$ cat config.mk
export PLATFORM = sky130hd
export DESIGN_NAME = rwu_sqrt
export DESIGN_NICKNAME = d
export VERILOG_FILES = /design/src/hdl/rwu_pkg.sv /design/src/hdl/rwu_sqrt.sv
export SDC_FILE = /design/constraint.sdc
export NUM_CORES = 2
export LEC_CHECK = 0
export BUFFER_PORTS_ARGS = -buffer_cell sky130_fd_sc_hd__buf_2
export CAP_MARGIN = 10
export CORE_MARGIN = 10
export CORE_UTILIZATION = 65
export CTS_CLUSTER_DIAMETER = 50
export DETAILED_ROUTE_END_ITERATION = 12
export PLACE_DENSITY = 0.94
export SLEW_MARGIN = 10
export SYNTH_ARGS = -nofsm -noshare
export SYNTH_HDL_FRONTEND = slang
export SYNTH_SLANG_ARGS = --single-unit
export TNS_END_PERCENT = 5
$ cat constraint.sdc
create_clock -name clk -period 8.4 [get_ports clk]
set_input_delay 0 -clock clk [delete_from_list [all_inputs] [get_ports clk]]
set_output_delay 0 -clock clk [all_outputs]
set_load 0.005 [all_outputs]
$ cat src/hdl/rwu_pkg.sv
// Shared types and constants for the RMSProp weight update block.
// No dependencies.
package rwu_pkg;

  typedef struct packed {
    logic [15:0]        element_index;
    logic signed [31:0] gradient;
    logic signed [31:0] weight_in;
  } in_item_t;

  typedef struct packed {
    logic [15:0]        result_index;
    logic signed [31:0] weight_out;
    logic               clipped;
  } out_item_t;

  localparam int MeanW = 48;
  localparam int RootW = 40;   // floor(sqrt(2^64)) fits 33 bits; margin kept
  localparam int NumW  = 57;
  localparam int DenW  = 41;

  localparam logic [1:0] RegLr    = 2'd0;
  localparam logic [1:0] RegDecay = 2'd1;
  localparam logic [1:0] RegEps   = 2'd2;

  localparam logic [24:0] LrReset    = 25'd167772;
  localparam logic [15:0] DecayReset = 16'd64881;
  localparam logic [23:0] EpsReset   = 24'd1;

endpackage

$ cat src/hdl/rwu_sqrt.sv
// Pipelined integer square root, two result bits per stage, 64-bit radicand.
// Depends on rwu_pkg. A shift register with a side tag, held while en is low.
module rwu_sqrt #(
  parameter int TagW = 8
) (
  input  logic            clk,
  input  logic            en,
  input  logic [63:0]     rad,
  input  logic [TagW-1:0] tag_in,
  output logic [31:0]     root,
  output logic [TagW-1:0] tag_out
);
  import rwu_pkg::*;
  localparam int Stages = 16;

  logic [63:0]     rem_r [Stages+1];
  logic [63:0]     x_r   [Stages+1];
  logic [31:0]     res_r [Stages+1];
  logic [TagW-1:0] tag_r [Stages+1];

  always_comb begin
    rem_r[0] = 64'd0;
    x_r[0]   = rad;
    res_r[0] = 32'd0;
    tag_r[0] = tag_in;
  end

  // each stage: two restoring steps
  for (genvar s = 0; s < Stages; s++) begin : g_st
    logic [63:0] r1, r2, t1, t2;
    logic [31:0] q1, q2;
    always_comb begin
      r1 = {rem_r[s][61:0], x_r[s][63:62]};
      t1 = {res_r[s][29:0], 2'b01};
      if (r1 >= t1) begin
        r1 = r1 - t1; q1 = {res_r[s][30:0], 1'b1};
      end else q1 = {res_r[s][30:0], 1'b0};
      r2 = {r1[61:0], x_r[s][61:60]};
      t2 = {q1[29:0], 2'b01};
      if (r2 >= t2) begin
        r2 = r2 - t2; q2 = {q1[30:0], 1'b1};
      end else q2 = {q1[30:0], 1'b0};
    end
    always_ff @(posedge clk) begin
      if (en) begin
        rem_r[s+1] <= r2;
        x_r[s+1]   <= {x_r[s][59:0], 4'd0};
        res_r[s+1] <= q2;
        tag_r[s+1] <= tag_r[s];
      end
    end
  end

  assign root    = res_r[Stages];
  assign tag_out = tag_r[Stages];
endmodule

==> impl_metrics.env <==
export IMPL_status="finished with violations"
export IMPL_violations="design-rule violations"
export IMPL_synth_flop_cell="edfxtp_1"
export IMPL_grt_first_pass_wirelength_mm=606
export IMPL_rsz0062_at_grt="false"
export IMPL_cts_tree="built"
export IMPL_core_region_area_mm2=0.181
export IMPL_clk_latency_ns=0.91
export IMPL_grt_overflow_total=0
export IMPL_yosys_area_top_type_share_pct=44.4
export IMPL_port_buffers=113
export IMPL_endpoint_kind="register"
export IMPL_synth_edf_count=1759
export IMPL_clk_path_buf_depth=3
export IMPL_place_hpwl_mm=301
export IMPL_slew_headroom_pct=2.10
export IMPL_layout_drive_gt1_share_pct=7.20
export IMPL_clock_fmax_ghz=0.125
export IMPL_synth_top_family_by_area="simple AND/OR/NAND/NOR gates"
export IMPL_cts_sinks=1759
export IMPL_yosysSeqAreaShare_pct=44.4
export IMPL_maxCapViolations=0
export IMPL_fin_skew_ns=0.0529
export IMPL_htree_levels=4
export IMPL_num_vias=104000
export IMPL_dieArea_mm2=0.200
export IMPL_clk_pin_slew_ns=0.07
export IMPL_drv_slew=0
export IMPL_critical_path_class="register to register"
export IMPL_final_util_pct=72.0
export IMPL_hold_path_class="input port to register"
export IMPL_cp_required_ns=9.03
export IMPL_synth_async_reset_ratio_pct=0
export IMPL_ys_top_cells_by_area="edfxtp_1 (44%), xnor2_1 (6.4%), ha_1 (5.9%)"
export IMPL_wl_mm=405
export IMPL_drt_iter0_drc=14300
export IMPL_synth_most_common_cell="edfxtp_1"
export IMPL_synth_simple_area_share_pct=21.2
export IMPL_final_nets=12900
export IMPL_viasPerCell=6.98
export IMPL_start_kind="register"
export IMPL_setup_viol=0
export IMPL_dieWidth_um=448
export IMPL_synth_cells=12100
export IMPL_synth_seq_cells=1759
export IMPL_synth_compound_area_share_pct=14.3
export IMPL_synth_mux_area_share_pct=0.740
export IMPL_peakVddDrop_v=0.000235
export IMPL_area_growth_pct=9.78
export IMPL_antenna_found_initial=21
export IMPL_ys_types=127
export IMPL_pin_count=114
export IMPL_fp_row_count=156
export IMPL_drc=2
export IMPL_gp_congestion=1.08
export IMPL_chipHeight_um=448
export IMPL_finalHoldViolCount=0
export IMPL_path_max_fanout=25
export IMPL_syn_cell_area_mm2=0.119
export IMPL_cp_arrival_ns=8.63
export IMPL_ant_nets=0
export IMPL_powerDensity_mw_per_mm2=298
export IMPL_yosysTopAreaCell="edfxtp_1"
export IMPL_grt_max_degree=179
export IMPL_p_leak_nw=46.8
export IMPL_wire_per_inst_um=27.3
export IMPL_syn_avg_cell_area_um2=9.82
export IMPL_grt_total_usage_pct=39.2
export IMPL_cts_buffers=205
export IMPL_start_util_pct=65.5
export IMPL_yosys_area_share_adder_pct=5.88
export IMPL_synth_common_cells="edfxtp_1 (1759), nor2_1 (1136), nand2_1 (902)"
export IMPL_clock_root_buffer="clkbuf_16"
export IMPL_finalCriticalPeriod_ns=8.01
export IMPL_synth_xor_area_share_pct=10.4
export IMPL_fin_setup_tns_ns=0
export IMPL_min_period_over_period_pct=95.3
export IMPL_nFillCells=12800
export IMPL_grt_pass1_vias=99600
export IMPL_first_pass_iters=13
export IMPL_tightest_slew_ns=1.46
export IMPL_yosys_warnings=0
flip-flops by register name (all words and copies together) (netlist names):
name     cells
root        32
x_r        480
tag_out      8
tag_r      120
rem_r      879
g_st.t1    240
placed cells by master (no fill, tap or decap), drive strengths merged, types with 44 or more instances in the layout:
cell type,Yosys,routed
nand3b,45,45
nand4b,44,44
o21a,127,127
o211ai,92,92
a211oi,95,95
nand2b,139,139
clkinv,1,66
a21oi,767,767
nand3,365,365
edfxtp,1759,1759
xor2,542,542
and4,49,49
or4,160,160
inv,525,570
o31ai,107,107
nor3,478,478
and3,112,112
nor4,293,293
nor2b,96,96
nor4b,53,53
nand2,903,903
or2,121,121
nor3b,56,56
nor2,1143,1143
mux2,63,63
a21o,258,258
buf,128,214
clkbuf,251,230
or3,222,222
and2,132,132
o21bai,74,74
nand4,305,305
ha,559,559
dlygate4sd3,0,146
xnor2,866,866
o21ai,505,505
a31oi,82,82
critical path, stage by stage (launching register included):
cell and delay (ns):
edfxtp_1 0.56, inv_1 0.17, ha_1 0.42, a21oi_1 0.43, nand2_1 0.18, o211ai_1 0.50
a21bo_1 0.50, nand2_1 0.18, inv_1 0.80, o21ai_0 0.44, ha_1 0.53, nand4_1 0.16
o21a_1 0.28, or2_2 0.33, o311ai_1 0.42, buf_4 0.23, nor3_1 0.06, and4bb_2 0.33
or3b_1 0.63, nor4_1 0.40, xor2_1 0.13
per-layer routing:
metal  global-route usage (%)  share of wire (%)  vias to the layer above
li1                         -                  -                    45800
met1                     44.7                 34                    48900
met2                     63.9                 46                     7004
met3                     9.16                9.8                     2043
met4                     29.8                9.5                       22
met5                        0              0.054                        -
through the flow:
step	worst slack [ns]	power (W)	cells	hold slack (ns)	cell area (um^2)
floorplan	1.55	0.0233	12100	0.0989	119000
global placement	0.814	0.0279	14300	0.176	122000
detailed placement	0.752	0.0283	14300	0.178	122000
CTS	0.723	0.0379	14800	0.140	130000
global route	0.0226	0.0403	14800	0.180	130000
finish	0.392	0.0388	14800	0.171	130000
final timing paths:
check | start | endpoint | slack (ns) | cells past startpoint
hold reg to reg | x_r[932]$_DFFE_PP_ | x_r[872]$_DFFE_PP_ | 0.40 | 0
setup / recovery | g_st[9].t1[7]$_DFFE_PP_ | rem_r[433]$_DFFE_PP_ | 0.39 | 20
hold / removal | rad[60] | rem_r[960]$_DFFE_PP_ | 0.17 | 4
setup reg to reg | g_st[9].t1[7]$_DFFE_PP_ | rem_r[433]$_DFFE_PP_ | 0.39 | 20
logic make-up after synthesis:
group                      Yosys count
adders and majority gates          559
DFF                               1759
and+or+nand+nor                   4793
other                                1
AOI/OAI and AO/OA                 2593
buffers and inverters              905
muxes                               80
xor gates and xnor gates          1408
final cells by class:
| type | instances | area (um^2) | share of cell area, % |
|---|---|---|---|
| timing repair buffer | 360 | 2920 | 2.24 |
| tap | 2370 | 2970 | 2.27 |
| sequential | 1759 | 52800 | 40.5 |
| clock buffer | 230 | 5270 | 4.04 |
| clock inverter | 156 | 1990 | 1.52 |
| inverter | 526 | 1980 | 1.52 |
| multi-input combinational | 9436 | 62500 | 47.9 |
| antenna | 9 | 22.5 | 0.0173 |
power by group:
group	total [W]	internal [W]	switching [W]
Clock	0.00957	0.00551	0.00406
Sequential	0.0129	0.0114	0.00151
Combinational	0.0163	0.00591	0.0104
what timing repair did:
item | CTS | global route
endpoints found under the hold margin | 232 | 0
endpoints found under the setup margin | 0 | 8
setup buffers | 0 | 0
resized for setup | 0 | 1
hold buffers | 146 | 0
(Power assumes the default switching activity.)
